[config.mk]
export PLATFORM = sky130hd
export DESIGN_NAME = ohm_ctrl
export DESIGN_NICKNAME = d
export VERILOG_FILES = /design/src/sv/ohm_pkg.sv /design/src/sv/ohm_ctrl.sv
export SDC_FILE = /design/constraint.sdc
export NUM_CORES = 1
export LEC_CHECK = 0
export BUFFER_PORTS_ARGS = -buffer_cell sky130_fd_sc_hd__buf_2
export CORE_AREA = 2 2 39 41
export CTS_CLUSTER_DIAMETER = 60
export DETAILED_ROUTE_END_ITERATION = 8
export DIE_AREA = 0 0 41 43
export PLACE_DENSITY = 0.84
export REMOVE_ABC_BUFFERS = 1
export SKIP_LAST_GASP = 1
export SYNTH_ARGS = -nofsm -noshare
export SYNTH_HDL_FRONTEND = slang
export SYNTH_SLANG_ARGS = --single-unit
[constraint.sdc]
create_clock -name clk -period 2.7 [get_ports clk]
set_input_delay 0.135 -clock clk [delete_from_list [all_inputs] [get_ports clk]]
set_output_delay 0.135 -clock clk [all_outputs]
set_load 0.01 [all_outputs]
[src/sv/ohm_pkg.sv]
`default_nettype none
package ohm_pkg;

	localparam int CAPACITY   = 1024;
	localparam int KEY_BYTES  = 8;
	localparam int IDX_W      = $clog2(CAPACITY);
	localparam int OCC_W      = 11;
	localparam int CHAIN_W    = 11;
	localparam int KEY_W      = 64;
	localparam int VAL_W      = 32;
	localparam int HASH_W     = 32;
	localparam int META_W     = 1 + CHAIN_W;
	localparam int DATA_W     = KEY_W + HASH_W + VAL_W;

	localparam int KEY_WORDS  = KEY_BYTES / 4;
	localparam int KEY_TAIL   = KEY_BYTES % 4;
	localparam int NFEED      = KEY_WORDS + KEY_TAIL;
	localparam int HASH_STEPS = NFEED * 4;
	localparam int HCNT_W     = $clog2(HASH_STEPS) + 1;

	localparam logic [CHAIN_W-1:0] CHAIN_MAX = '1;
	localparam logic [HASH_W-1:0]  CRC_POLY  = 32'h82F6_3B78;
	localparam logic [KEY_W-1:0]   KEY_MASK  = (KEY_BYTES >= 8) ? {KEY_W{1'b1}} :
		((64'd1 << (8 * KEY_BYTES)) - 64'd1);

	typedef enum logic [1:0] {
		ACT_PUT   = 2'd0,
		ACT_GET   = 2'd1,
		ACT_ERASE = 2'd2,
		ACT_NOP   = 2'd3
	} action_t;

	typedef enum logic [1:0] {
		ST_DONE = 2'd0,
		ST_MISS = 2'd1,
		ST_FULL = 2'd2
	} status_t;

	typedef struct packed {
		logic    load;
		logic    crc_step;
		logic    n_clr;
		logic    n_inc;
		logic    hit_save;
		logic    upd_we;
		logic    fin_we;
		logic    res_set;
		logic    res_found;
		status_t res_status;
		logic    res_hitval;
		logic    out_load;
		logic    clr_step;
	} cmd_t;

	typedef struct packed {
		action_t act;
		logic    hash_done;
		logic    busy;
		logic    hmatch;
		logic    kmatch;
		logic    chain_zero;
		logic    n_last;
		logic    n_zero;
		logic    upd_last;
		logic    clr_last;
		logic    out_free;
	} sts_t;

	// Eight reflected CRC32C shifts.
	function automatic logic [HASH_W-1:0] crc8(input logic [HASH_W-1:0] c);
		logic [HASH_W-1:0] r;
		r = c;
		for (int b = 0; b < 8; b++) begin
			r = (r >> 1) ^ (CRC_POLY & {HASH_W{r[0]}});
		end
		return r;
	endfunction

	// Word fed to the CRC: full little-endian words first, then single bytes.
	function automatic logic [HASH_W-1:0] feed_word(input logic [KEY_W-1:0] k, input int f);
		logic [HASH_W-1:0] w;
		if (f < KEY_WORDS) begin
			w = k[32*f +: 32];
		end else begin
			w = {24'd0, k[8*(4*KEY_WORDS + f - KEY_WORDS) +: 8]};
		end
		return w;
	endfunction

endpackage
`default_nettype wire

[src/sv/ohm_ctrl.sv]
`default_nettype none
module ohm_ctrl (
	input  wire logic          clk,
	input  wire logic          arst_n,
	input  wire logic          req_valid,
	output logic               req_stall,
	input  wire ohm_pkg::sts_t sts,
	output ohm_pkg::cmd_t      cmd
);
	import ohm_pkg::*;

	typedef enum logic [3:0] {
		S_CLEAR, S_IDLE, S_HASH, S_RD, S_CHK, S_URD, S_UWR, S_FIN, S_RES
	} state_t;

	state_t state_q, state_d;

	assign req_stall = state_q != S_IDLE;

	always_comb begin
		cmd        = '0;
		cmd.res_status = ST_DONE;
		state_d    = state_q;
		case (state_q)
			S_CLEAR: begin
				cmd.clr_step = 1'b1;
				if (sts.clr_last) begin
					state_d = S_IDLE;
				end
			end
			S_IDLE: begin
				if (req_valid) begin
					cmd.load = 1'b1;
					state_d  = S_HASH;
				end
			end
			S_HASH: begin
				cmd.crc_step = 1'b1;
				if (sts.hash_done) begin
					if (sts.act == ACT_NOP) begin
						cmd.res_set = 1'b1;
						state_d     = S_RES;
					end else begin
						cmd.n_clr = 1'b1;
						state_d   = S_RD;
					end
				end
			end
			S_RD: begin
				state_d = S_CHK;
			end
			S_CHK: begin
				case (sts.act)
					ACT_PUT: begin
						if (!sts.busy) begin
							cmd.hit_save = 1'b1;
							if (sts.n_zero) begin
								state_d = S_FIN;
							end else begin
								cmd.n_clr = 1'b1;
								state_d   = S_URD;
							end
						end else if (sts.n_last) begin
							cmd.res_set    = 1'b1;
							cmd.res_status = ST_FULL;
							state_d        = S_RES;
						end else begin
							cmd.n_inc = 1'b1;
							state_d   = S_RD;
						end
					end
					ACT_GET: begin
						if (sts.kmatch) begin
							cmd.res_set    = 1'b1;
							cmd.res_found  = 1'b1;
							cmd.res_hitval = 1'b1;
							state_d        = S_RES;
						end else if ((!sts.hmatch && sts.chain_zero) || sts.n_last) begin
							cmd.res_set    = 1'b1;
							cmd.res_status = ST_MISS;
							state_d        = S_RES;
						end else begin
							cmd.n_inc = 1'b1;
							state_d   = S_RD;
						end
					end
					ACT_ERASE: begin
						if (sts.kmatch) begin
							cmd.hit_save = 1'b1;
							if (sts.n_zero) begin
								state_d = S_FIN;
							end else begin
								cmd.n_clr = 1'b1;
								state_d   = S_URD;
							end
						end else if (sts.n_last) begin
							cmd.res_set    = 1'b1;
							cmd.res_status = ST_MISS;
							state_d        = S_RES;
						end else begin
							cmd.n_inc = 1'b1;
							state_d   = S_RD;
						end
					end
					default: begin
						cmd.res_set = 1'b1;
						state_d     = S_RES;
					end
				endcase
			end
			S_URD: begin
				state_d = S_UWR;
			end
			S_UWR: begin
				// adjust the chain counter of one slot on the path, then advance
				cmd.upd_we = 1'b1;
				cmd.n_inc  = 1'b1;
				if (sts.upd_last) begin
					state_d = S_FIN;
				end else begin
					state_d = S_URD;
				end
			end
			S_FIN: begin
				cmd.fin_we    = 1'b1;
				cmd.res_set   = 1'b1;
				cmd.res_found = sts.act == ACT_ERASE;
				state_d       = S_RES;
			end
			S_RES: begin
				// hold until the output register frees up
				if (sts.out_free) begin
					cmd.out_load = 1'b1;
					state_d      = S_IDLE;
				end
			end
			default: begin
				state_d = S_IDLE;
			end
		endcase
	end

	always_ff @(posedge clk or negedge arst_n) begin
		if (!arst_n) begin
			state_q <= S_CLEAR;
		end else begin
			state_q <= state_d;
		end
	end

endmodule
`default_nettype wire

==> impl_results.rst, run 1 <==
.. list-table::
   :header-rows: 1

   * - Metric
     - Value
   * - Run status
     - completed
   * - Die outline area
     - 1763 um2
   * - M1 wire length
     - 718 um
   * - Area fraction in compound gates after synthesis
     - 32.04%
   * - Ys Warns
     - 0
   * - Post-synthesis share of cell area spent on full adders, half adders and majority gates
     - 0%
   * - Most used standard cell by instance count after synthesis
     - sky130_fd_sc_hd__nor2_1
   * - Initial cell density of the core
     - 42.04%
   * - Class of the worst hold path
     - in -> reg
   * - Most common library cells after synthesis
     - 9 x sky130_fd_sc_hd__nor2_1, 6 x sky130_fd_sc_hd__inv_1, 6 x sky130_fd_sc_hd__nand2_1
   * - Maximum count of clock buffers along a single path
     - 2
   * - Max-cap viol count
     - 0
   * - Power density over the cells
     - 701.8 nW/um2
   * - Area of the multi-input gates
     - 416.7 um2
   * - Worst reg2reg path startpoint
     - state_q[3]
   * - Remaining antenna violation count
     - 0
   * - Register with the most flip-flops
     - state_q
   * - Routability congestion estimate
     - 0.8430
   * - Sequential element share of the synthesized area
     - 17.20%
   * - Clock slew at the register clock pins of the worst setup and hold paths
     - 0.04 ns
   * - Largest registers in the final layout
     - state_q x4
   * - Quantity of I/O buffers inserted on ports
     - 29
   * - Synthesized-area fraction occupied by xor and xnor cells
     - 1.505%
   * - Number of antenna violations at the first check in global routing
     - 0
   * - Cell variety after synth
     - 37
   * - 1st-pass router iterations
     - 4
   * - Drt wl/cell
     - 12.56 um
   * - End of the worst register-to-register path
     - state_q[0]
   * - Share of layout cells above drive strength 1
     - 34.86%
   * - Top flip-flop cell by instance count after synthesis
     - sky130_fd_sc_hd__dfrtp_1
   * - Fill cells
     - 135
   * - Global-route wire length before repair
     - 2566 um
   * - Final worst path period need
     - 1.898 ns
   * - Startpoint class of the critical path
     - flip-flop
   * - Sum of routed wire length over all layers
     - 1570 um
   * - Top routing layer used
     - met3
   * - Data required time at the worst endpoint
     - 2.57 ns
   * - Endpoint class of the critical path
     - output pin
   * - Clock tree root driver cell
     - sky130_fd_sc_hd__clkbuf_4
   * - Origin of the worst setup path
     - state_q[3]
   * - Synthesized cell area
     - 581.8 um2
   * - Number of global-route vias before repair
     - 622
   * - Tot GR Track Use
     - 20.86%
   * - Final hold vios
     - 0
   * - DR vias
     - 705
   * - Worst-case headroom to the max-slew limit
     - 71.05%
   * - Cell type with the largest total area after synthesis
     - sky130_fd_sc_hd__dfrtp_1
   * - Yosys reg bits
     - 4
   * - Final period utilization
     - 70.30%
   * - Final core utilization
     - 53.71%
   * - Worst setup path end
     - cmd[5]
   * - I/O pins
     - 30
   * - Fraction of synthesis flops using an asynchronous set or reset pin
     - 100.0%
   * - WP data arrival
     - 1.76 ns
   * - Leakage power summed over all cells
     - 0.3900 nW
   * - F_max
     - 526.9 MHz
   * - CTS H-Tree Depth
     - 1
   * - Final global-route overflow total
     - 0
   * - Die Wd
     - 41 um
   * - Die Y-Extent
     - 43 um
   * - N_diodes
     - 0
   * - Starting DRC count in detailed routing
     - 16
   * - Type of the setup path with the least slack
     - reg -> out
   * - Worst-case vdd ir drop
     - 0.2230 mV
   * - Core area
     - 1384 um2
   * - Minimum setup slack among reg-to-reg paths
     - 1.17 ns
   * - Met3 layer wire length in the routed design
     - 113 um
   * - Multiplexer share of the synthesized area
     - 0%
   * - Clock skew after layout
     - 0.001449 ns
   * - Post-DP Area
     - 710.7 um2
   * - Final critical-path setup slack
     - 0.8020 ns
   * - Mean post-synth cell area
     - 7.095 um2
   * - Setup repair after global routing missed its margin
     - no
   * - Post-route standard cell area excluding fillers
     - 743.2 um2
   * - Maximum fanout encountered on the critical timing path
     - 11
   * - Flip-flop count of the largest register after layout
     - 4
   * - Post CTS Setup Buffer Count
     - 0
   * - Average vias per placed instance
     - 5.640
   * - Sink Count
     - 4
   * - Number of cell rows
     - 14
   * - Pre-CTS setup slack
     - 1.066 ns
   * - Net count reported at finish
     - 126
   * - Largest family of logic cells by synthesized area
     - simple AND/OR/NAND/NOR gates
   * - # setup viols final
     - 0
   * - Clock Latency Late Sink
     - 0.23 ns
   * - Top post-synthesis cells by area
     - sky130_fd_sc_hd__dfrtp_1 17%, sky130_fd_sc_hd__nor2_1 5.8%, sky130_fd_sc_hd__nor2b_1 5.4%
   * - Area Growth Syn to Fin
     - 27.74%
   * - Basic-gate share of the synthesized area counting and, or, nand and nor cells
     - 38.06%
   * - FF+latch area
     - 100.1 um2
   * - Placed cells
     - 121
   * - Count of flip-flops with a built-in enable after synthesis
     - 0
   * - Number of buffers added by the clock tree synthesis step
     - 3
   * - Cell Count, Final, Fillers Out
     - 125
   * - FF-to-FF path depth
     - 4
   * - Portion of synthesized cell area occupied by the leading cell type
     - 17.20%
   * - Estimated wirelength of the detail-placed design
     - 1223 um
   * - Setup tns final
     - 0 ns
   * - Largest net degree at the start of global routing
     - 12
   * - Clock tree from TritonCTS
     - built
   * - Cell count after synthesis
     - 82
   * - Actual slew at the worst max-slew pin
     - 0.4309 ns
   * - Pins Over Slew Limit
     - 0
   * - Met2 Routed Length
     - 738 um
   * - Residual DRC
     - 0
-- power by group --
part	leakage [nW]	switching, mW	total (mW)	internal, mW
Clock	0.0138	0.0239	0.0736	0.0497
Sequential	0.0512	0.0677	0.152	0.0842
Combinational	0.325	0.157	0.296	0.139
-- per-stage QoR --
stage	total power, mW	hold slack [ns]
finish	0.5216	0.1362
global route	0.5724	0.1508
CTS	0.5245	0.1296
detailed placement	0.4442	-0.05682
global placement	0.4355	-0.06172
floorplan	0.3365	-0.1606
-- worst min path at each step --
stage,startpoint,end,slack [ns],cells after the start
floorplan,arst_n,state_q[0],-0.16,0
finish,sts[0],state_q[3],0.14,2
global route,sts[0],state_q[3],0.15,2
global placement,arst_n,state_q[1],-0.06,1
detailed placement,arst_n,state_q[1],-0.06,1
CTS,sts[0],state_q[3],0.13,2
-- cells by family (layout without fill, tap and decap cells) --
| group | count (synthesis) | after routing |
|---|---|---|
| xor gates and xnor gates | 1 | 1 |
| AOI/OAI and AO/OA | 24 | 24 |
| and+or+nand+nor | 40 | 40 |
| DFF | 4 | 4 |
| buffers and inverters | 13 | 40 |
-- metal layers --
layer,GRT usage [%],vias to the layer above
li1,-,358
met1,28.21,314
met2,31.56,33
met3,5.236,0
met4,6.000,0
met5,0,-
-- critical path: stages, from the launching register on --
cell and delay, ns:
sky130_fd_sc_hd__dfrtp_1 0.48, sky130_fd_sc_hd__nand2b_1 0.23, sky130_fd_sc_hd__nor3_1 0.36, sky130_fd_sc_hd__and3_1 0.23, sky130_fd_sc_hd__a31o_2 0.10, sky130_fd_sc_hd__buf_2 0.12
-- cells in the final DEF, fill, tap and decap left out, drive strengths merged, types with 3 or more instances in the layout --
| master | n |
|---|---|
| buf | 29 |
| nor2 | 9 |
| inv | 7 |
| nand2 | 6 |
| nor3 | 6 |
| nor2b | 5 |
| a21oi | 4 |
| o21ai | 4 |
| dfrtp | 4 |
| nand2b | 4 |
| a211oi | 3 |
| clkbuf | 3 |
-- area by class of cell --
cell class | instances | area share, %
multi-input cells | 65 | 56.06
flip-flops and latches | 4 | 13.47
inverters | 7 | 3.872
well taps | 16 | 2.694
repair buffers | 30 | 20.88
clock buffers | 3 | 3.030
-- repair_timing --
action,4_1_cts,5_1_grt
endpoints found under the hold margin,4,0
hold buffers,1,0
resized for setup,0,0
No activity file was read; power rests on OpenSTA's default activity.
==> run 2, diff against run 1 <==
--- a/config.mk
+++ b/config.mk
@@ -6,11 +6,11 @@
 export NUM_CORES = 1
 export LEC_CHECK = 0
 export BUFFER_PORTS_ARGS = -buffer_cell sky130_fd_sc_hd__buf_2
-export CORE_AREA = 2 2 39 41
+export CORE_MARGIN = 2
+export CORE_UTILIZATION = 39
 export CTS_CLUSTER_DIAMETER = 60
 export DETAILED_ROUTE_END_ITERATION = 8
-export DIE_AREA = 0 0 41 43
-export PLACE_DENSITY = 0.84
+export PLACE_DENSITY = 0.79
 export REMOVE_ABC_BUFFERS = 1
 export SKIP_LAST_GASP = 1
 export SYNTH_ARGS = -nofsm -noshare
==> constraint.sdc (replaced) <==
create_clock -name clk -period 1.5 [get_ports clk]
set_input_delay 0.075 -clock clk [delete_from_list [all_inputs] [get_ports clk]]
set_output_delay 0.075 -clock clk [all_outputs]
set_load 0.01 [all_outputs]
==> run 2 against run 1 <==
Largest power group unchanged. Combinational power rose to 3.4 times the previous value. The run now ends with setup timing left. Clock skew grew 0.0035 ns. Global-route usage rose by 2.0 points.
==> impl_results.rst, run 2 (synthesized netlist as in run 1, its figures left out) <==
.. list-table::
   :header-rows: 1

   * - Metric
     - Value
   * - Clock Latency Late Sink
     - 0.26 ns (+0.03 ns)
   * - Estimated wirelength of the detail-placed design
     - 1419 um (+16%)
   * - Average vias per placed instance
     - 6.307 (+12%)
   * - F_max
     - 633.2 MHz
   * - Quantity of I/O buffers inserted on ports
     - 29 (unchanged)
   * - Pins Over Slew Limit
     - 0 (unchanged)
   * - Violations in the final reports
     - setup timing
   * - Number of cell rows
     - 13 (-1)
   * - Relative contribution of sequential cells to total power
     - 18.9% (-10 points)
   * - Tot GR Track Use
     - 22.89% (+2.0 points)
   * - Starting DRC count in detailed routing
     - 44 (+28)
   * - Maximum count of clock buffers along a single path
     - 2 (unchanged)
   * - Power density over the cells
     - 1466 nW/um2 (+110%)
   * - Actual slew at the worst max-slew pin
     - 0.4340 ns (+0.003015 ns)
   * - 1st-pass router iterations
     - 4 (unchanged)
   * - Maximum fanout encountered on the critical timing path
     - 4 (-7)
   * - Clock tree from TritonCTS
     - built
   * - Largest registers in the final layout
     - state_q x4
   * - Clock power frac
     - 10.9% (-3.2 points)
   * - Worst-case headroom to the max-slew limit
     - 70.85% (-0.20 points)
   * - Final core utilization
     - 71.92% (+18 points)
   * - Die Y-Extent
     - 42.63 um (-0.87%)
   * - Cells along the critical path
     - nand2b_4, nor3_4, and3_4, a31o_4, buf_6
   * - Final hold vios
     - 0 (unchanged)
   * - Net switching component of the power
     - 667.2 uW (+170%)
   * - Number of antenna violations at the first check in global routing
     - 0 (unchanged)
   * - Setup repair after global routing missed its margin
     - yes
   * - Run status
     - complete, but fails checks
   * - Initial cell density of the core
     - 43.10% (+1.1 points)
   * - Worst-case vdd ir drop
     - 0.7836 mV (+250%)
   * - Core area
     - 1350 um2 (-2.4%)
   * - Cell Count, Final, Fillers Out
     - 137 (+9.6%)
   * - Total buffers and inverters traversed by the critical path
     - 1 (unchanged)
   * - Flip-flop count of the largest register after layout
     - 4 (unchanged)
   * - Switching fraction of total power
     - 46.86% (-0.74 points)
   * - Global-route wire length before repair
     - 3146 um (+23%)
   * - Final period utilization
     - 105.3%
   * - Number of global-route vias before repair
     - 773 (+24%)
   * - Register with the most flip-flops
     - state_q
   * - Largest net degree at the start of global routing
     - 11 (-1)
   * - Placed cells
     - 125 (+3.3%)
   * - I/O pins
     - 30 (unchanged)
   * - Residual DRC
     - 0 (unchanged)
   * - Remaining antenna violation count
     - 0 (unchanged)
   * - Internal power
     - 756.6 uW (+180%)
   * - WP data arrival
     - 1.50 ns (-0.26 ns)
   * - Most common cell after layout, fill and taps aside
     - sky130_fd_sc_hd__buf_2
   * - Leakage power summed over all cells
     - 0.4751 nW (+22%)
   * - Final global-route overflow total
     - 0 (unchanged)
   * - Die outline area
     - 1817 um2 (+3.1%)
   * - Pre-CTS setup slack
     - 0.03385 ns (-1.032 ns)
   * - Combinational group share of total power
     - 70.2% (+13 points)
   * - Class of the worst hold path
     - in -> async
   * - Data required time at the worst endpoint
     - 1.42 ns (-1.15 ns)
   * - Sink Count
     - 4 (unchanged)
   * - Final critical-path setup slack
     - -0.07940 ns (-0.8814 ns)
   * - CP delay by family, top
     - simple AND/OR/NAND/NOR gates
   * - # setup viols final
     - 8 (+8)
   * - Type of the setup path with the least slack
     - reg -> out
   * - Die Wd
     - 42.63 um (+4.0%)
   * - Worst path max stage delay
     - 0.42 ns (-0.06 ns)
   * - Max-cap viol count
     - 0 (unchanged)
   * - Sum of routed wire length over all layers
     - 2409 um (+53%)
   * - Drt wl/cell
     - 17.58 um (+40%)
   * - DR vias
     - 864 (+23%)
   * - N_diodes
     - 0 (unchanged)
   * - Clock skew after layout
     - 0.004927 ns (+0.003478 ns)
   * - Clock slew at the register clock pins of the worst setup and hold paths
     - 0.05 ns (about the same)
   * - Routability congestion estimate
     - 0.8166 (-3.1%)
   * - Clock tree root driver cell
     - sky130_fd_sc_hd__clkbuf_4
   * - Endpoint class of the critical path
     - output pin
   * - CTS H-Tree Depth
     - 1 (unchanged)
   * - Number of buffers added by the clock tree synthesis step
     - 3 (unchanged)
   * - Cell type of the slowest stage on the worst timing path
     - sky130_fd_sc_hd__dfrtp_2
   * - Final worst path period need
     - 1.579 ns
   * - Share of layout cells above drive strength 1
     - 56.56% (+22 points)
   * - Net count reported at finish
     - 139 (+10%)
   * - Area Growth Syn to Fin
     - 66.88%
   * - Most frequent cells in the layout
     - 27 x sky130_fd_sc_hd__buf_2, 10 x sky130_fd_sc_hd__buf_4, 6 x sky130_fd_sc_hd__inv_1
   * - Startpoint class of the critical path
     - flip-flop
run 2: cell types whose count changed in the layout (fill, tap and decap cells not counted), sizes merged:
| cell | change |
|---|---|
| buf | +13 |
run 2: power groups by stage:
| stage | clock network [mW] | logic [mW] | registers, mW |
|---|---|---|---|
| after global routing | 0.158 | 1.06 | 0.279 |
| final | 0.155 | 0.999 | 0.269 |
| after detailed placement | 0 | 0.636 | 0.251 |
| after floorplan | 0 | 0.367 | 0.238 |
| after CTS | 0.152 | 0.776 | 0.256 |
| after global placement | 0 | 0.621 | 0.245 |
run 2: stage by stage:
stage | setup TNS (ns) | hold WS, ns | total power [mW] | area [um2]
after floorplan | 0 | -0.2206 | 0.6056 | 545.5
after global placement | 0 | -0.1176 | 0.8664 | 747.0
after detailed placement | 0 | -0.1081 | 0.8870 | 747.0
after CTS | -0.2563 | 0.1383 | 1.184 | 854.6
after global routing | -0.8285 | 0.1572 | 1.501 | 970.9
final | -0.3386 | 0.1522 | 1.424 | 970.9
run 2: worst paths after layout:
path / depth (start not counted) / start / slack (ns) / endpoint
max: 5 / state_q[3] / -0.08 / cmd[5]
min: 2 / arst_n / 0.15 / state_q[0]
max reg2reg: 5 / state_q[0] / -0.04 / state_q[1]
min reg2reg: 2 / state_q[3] / 0.64 / state_q[2]
max in group asynchronous: 2 / arst_n / 1.20 / state_q[2]
min in group clk: 2 / sts[0] / 0.15 / state_q[3]
run 2: layer usage:
| layer | global-route usage (%) | vias up | routed length, um |
|---|---|---|---|
| met5 | 0 | - | 0 |
| met4 | 15.63 | 0 | 160 |
| met3 | 5.172 | 21 | 191 |
| met2 | 37.88 | 58 | 1115 |
| met1 | 25.52 | 400 | 942 |
| li1 | - | 385 | - |
run 2: repair_timing:
item / CTS / global route
gates cloned: 0 / 0
pin swaps: 2 / 6
setup endpoints to repair: 9 / 12
endpoints found under the hold margin: 4 / 0
resized for setup: 14 / 20
setup buffers: 5 / 3
hold buffers: 1 / 0
run 2: final cells by class:
cell class	count	area, um2
Multi-Input combinational cell	65	519.2
Sequential cell	4	105.1
Tap cell	15	18.77
Clock buffer	3	22.52
Inverter	7	28.78
Fill cell	114	379.1
Timing Repair Buffer	43	276.5
==> run 3, diff against run 2 <==
--- a/config.mk
+++ b/config.mk
@@ -10,6 +10,7 @@
 export CORE_UTILIZATION = 39
 export CTS_CLUSTER_DIAMETER = 60
 export DETAILED_ROUTE_END_ITERATION = 8
+export GPL_TIMING_DRIVEN = 0
 export PLACE_DENSITY = 0.79
 export REMOVE_ABC_BUFFERS = 1
 export SKIP_LAST_GASP = 1
==> run 3 against run 2 <==
The run still ends with setup timing left. Count of clock-buffer cells in the layout did not move. Sequential share of layout area grew 0.070 points. Global-route usage rose by 0.68 points. Largest cell class unchanged. First-iteration DRC count rose by 57%. Power shrank 1.3%.
==> impl_results.rst, run 3 (synthesized netlist as in run 1, its figures left out) <==
.. list-table::
   :header-rows: 1

   * - Metric
     - Value
   * - Type of the setup path with the least slack
     - reg -> out
   * - Sum of routed wire length over all layers
     - 2312 um (-4.0%)
   * - N_diodes
     - 0 (unchanged)
   * - Max-cap viol count
     - 0 (unchanged)
   * - Maximum count of clock buffers along a single path
     - 2 (unchanged)
   * - Worst path max stage delay
     - 0.48 ns (+0.06 ns)
   * - Number of buffers added by the clock tree synthesis step
     - 3 (unchanged)
   * - Routability congestion estimate
     - 0.8249 (+1.0%)
   * - Leakage power summed over all cells
     - 0.4794 nW (+0.91%)
   * - Worst-case headroom to the max-slew limit
     - 74.61% (+3.8 points)
   * - Sink Count
     - 4 (unchanged)
   * - Drt wl/cell
     - 16.51 um (-6.1%)
   * - Placed cells
     - 120 (-4.0%)
   * - Final critical-path setup slack
     - -0.1022 ns (-0.02285 ns)
   * - Origin of the worst setup path
     - state_q[0]
   * - Remaining antenna violation count
     - 0 (unchanged)
   * - Clock skew after layout
     - 0.0008661 ns (-0.004061 ns)
   * - Overall power of the completed layout
     - 1.405 mW (-1.3%)
   * - DR vias
     - 830 (-3.9%)
   * - Clock power frac
     - 10.0% (-0.9 points)
   * - Endpoint class of the critical path
     - output pin
   * - Pre-CTS setup slack
     - -0.08785 ns (-0.1217 ns)
   * - Worst hold start
     - sts[0]
   * - Internal power
     - 756.9 uW (about the same)
   * - I/O pins
     - 30 (unchanged)
   * - Quantity of I/O buffers inserted on ports
     - 29 (unchanged)
   * - Die outline area
     - 1817 um2 (unchanged)
   * - Tot GR Track Use
     - 23.58% (+0.68 points)
   * - Combinational group share of total power
     - 71.2% (+1.0 points)
   * - Register with the most flip-flops
     - state_q
   * - Setup repair after global routing missed its margin
     - yes
   * - Worst reg2reg path startpoint
     - state_q[1]
   * - Largest registers in the final layout
     - state_q x4
   * - Worst-case vdd ir drop
     - 0.7165 mV (-8.6%)
   * - Most common cell after layout, fill and taps aside
     - sky130_fd_sc_hd__buf_2
   * - F_max
     - 624.1 MHz (-1.4%)
   * - Net count reported at finish
     - 142 (+2.2%)
   * - Largest net degree at the start of global routing
     - 11 (unchanged)
   * - Actual slew at the worst max-slew pin
     - 0.3760 ns (-0.05799 ns)
   * - 1st-pass router iterations
     - 4 (unchanged)
   * - Starting DRC count in detailed routing
     - 69 (+57%)
   * - Cells along the critical path
     - buf_12, nor3_4, and3_4, a31o_4, buf_6
   * - Clock tree from TritonCTS
     - built
   * - Most frequent cells in the layout
     - 28 x sky130_fd_sc_hd__buf_2, 13 x sky130_fd_sc_hd__buf_4, 6 x sky130_fd_sc_hd__inv_1
   * - Share of layout cells above drive strength 1
     - 56.00% (-0.56 points)
   * - Estimated wirelength of the detail-placed design
     - 1230 um (-13%)
   * - Area Growth Syn to Fin
     - 65.81%
   * - Flip-flop count of the largest register after layout
     - 4 (unchanged)
   * - Final period utilization
     - 106.8% (+1.5 points)
   * - Power density over the cells
     - 1456 nW/um2 (-0.69%)
   * - Class of the worst hold path
     - in -> reg
   * - Final global-route overflow total
     - 0 (unchanged)
   * - Clock slew at the register clock pins of the worst setup and hold paths
     - 0.04 ns (about the same)
   * - Initial cell density of the core
     - 43.10% (unchanged)
   * - # setup viols final
     - 9 (+1)
   * - Net switching component of the power
     - 648.0 uW (-2.9%)
   * - WP data arrival
     - 1.53 ns (+0.03 ns)
   * - Final worst path period need
     - 1.602 ns (+0.02285 ns)
   * - Residual DRC
     - 0 (unchanged)
   * - Cell Count, Final, Fillers Out
     - 140 (+2.2%)
   * - Global-route wire length before repair
     - 3332 um (+5.9%)
   * - Die Wd
     - 42.63 um (unchanged)
   * - Die Y-Extent
     - 42.63 um (unchanged)
   * - Final hold vios
     - 0 (unchanged)
   * - Number of global-route vias before repair
     - 777 (+0.52%)
   * - Data required time at the worst endpoint
     - 1.42 ns (about the same)
   * - Run status
     - complete, but fails checks
   * - Clock Latency Late Sink
     - 0.24 ns (-0.02 ns)
   * - Startpoint class of the critical path
     - flip-flop
   * - Relative contribution of sequential cells to total power
     - 18.8% (about the same)
   * - Violations in the final reports
     - setup timing
   * - Number of cell rows
     - 13 (unchanged)
   * - Core area
     - 1350 um2 (unchanged)
   * - Cell type of the slowest stage on the worst timing path
     - sky130_fd_sc_hd__dfrtp_2
   * - Average vias per placed instance
     - 5.929 (-6.0%)
   * - Number of antenna violations at the first check in global routing
     - 0 (unchanged)
   * - Maximum fanout encountered on the critical timing path
     - 7 (+3)
   * - CTS H-Tree Depth
     - 1 (unchanged)
   * - Pins Over Slew Limit
     - 0 (unchanged)
   * - Clock tree root driver cell
     - sky130_fd_sc_hd__clkbuf_4
   * - Switching fraction of total power
     - 46.13% (-0.73 points)
==> run 3: per-stage QoR <==
stage,utilization [%],cell area [um2],TNS [ns],hold WS [ns]
2_1_floorplan,-,545.5,0,-0.2206
3_3_place_gp,52.55,709.4,-0.1581,-0.1224
3_5_place_dp,52.55,709.4,-0.09615,-0.1216
4_1_cts,65.71,887.1,-0.1115,0.06684
5_1_grt,71.46,964.7,-0.7818,0.09193
6_report,71.46,964.7,-0.4257,0.07572
==> run 3: cell type report <==
| cell class | count | area (um2) |
|---|---|---|
| clock buffer | 3 | 22.52 |
| timing repair buffer | 46 | 295.3 |
| multi-input combinational | 65 | 494.2 |
| fill | 104 | 385.4 |
| inverter | 7 | 28.78 |
| tap | 15 | 18.77 |
| sequential | 4 | 105.1 |
==> run 3: final timing paths <==
kind	endpoint	slack [ns]	depth (start not counted)
max in group asynchronous	state_q[0]	1.20	2
worst max register to register	state_q[1]	-0.05	5
worst min-delay path	state_q[3]	0.08	2
worst max-delay path	cmd[5]	-0.10	5
worst min register to register	state_q[2]	0.73	2
min in group asynchronous	state_q[2]	0.17	2
==> run 3: power groups by stage <==
stage | sequential, mW | clock [mW] | combinational (mW)
floorplan | 0.238 | 0 | 0.367
global placement | 0.269 | 0 | 0.513
detailed placement | 0.269 | 0 | 0.520
CTS | 0.260 | 0.140 | 0.811
global route | 0.266 | 0.141 | 1.07
finish | 0.263 | 0.141 | 1.00
==> run 3: critical path, delay by kind of cell, from the launching register on <==
family                 cells  cell delay, ns
AND/OR/NAND/NOR            2            0.45
flip-flops                 1            0.48
AO/OA/AOI/OAI              1            0.10
buffers and inverters      2            0.25
==> run 3: layer usage <==
metal	vias to the layer above	GRT usage (%)	part of all wire [%]
met5	-	0	0
met4	0	10.63	1.2
met3	5	2.155	6.0
met2	37	43.64	51
met1	394	26.48	42
li1	394	-	-
==> run 3: repair_timing <==
| action | CTS | global route |
|---|---|---|
| endpoints found under the hold margin | 4 | 0 |
| hold buffers | 1 | 0 |
| buffers inserted | 11 | 5 |
| pin swaps | 5 | 5 |
| setup endpoints to repair | 9 | 11 |
| gates resized for setup | 14 | 10 |
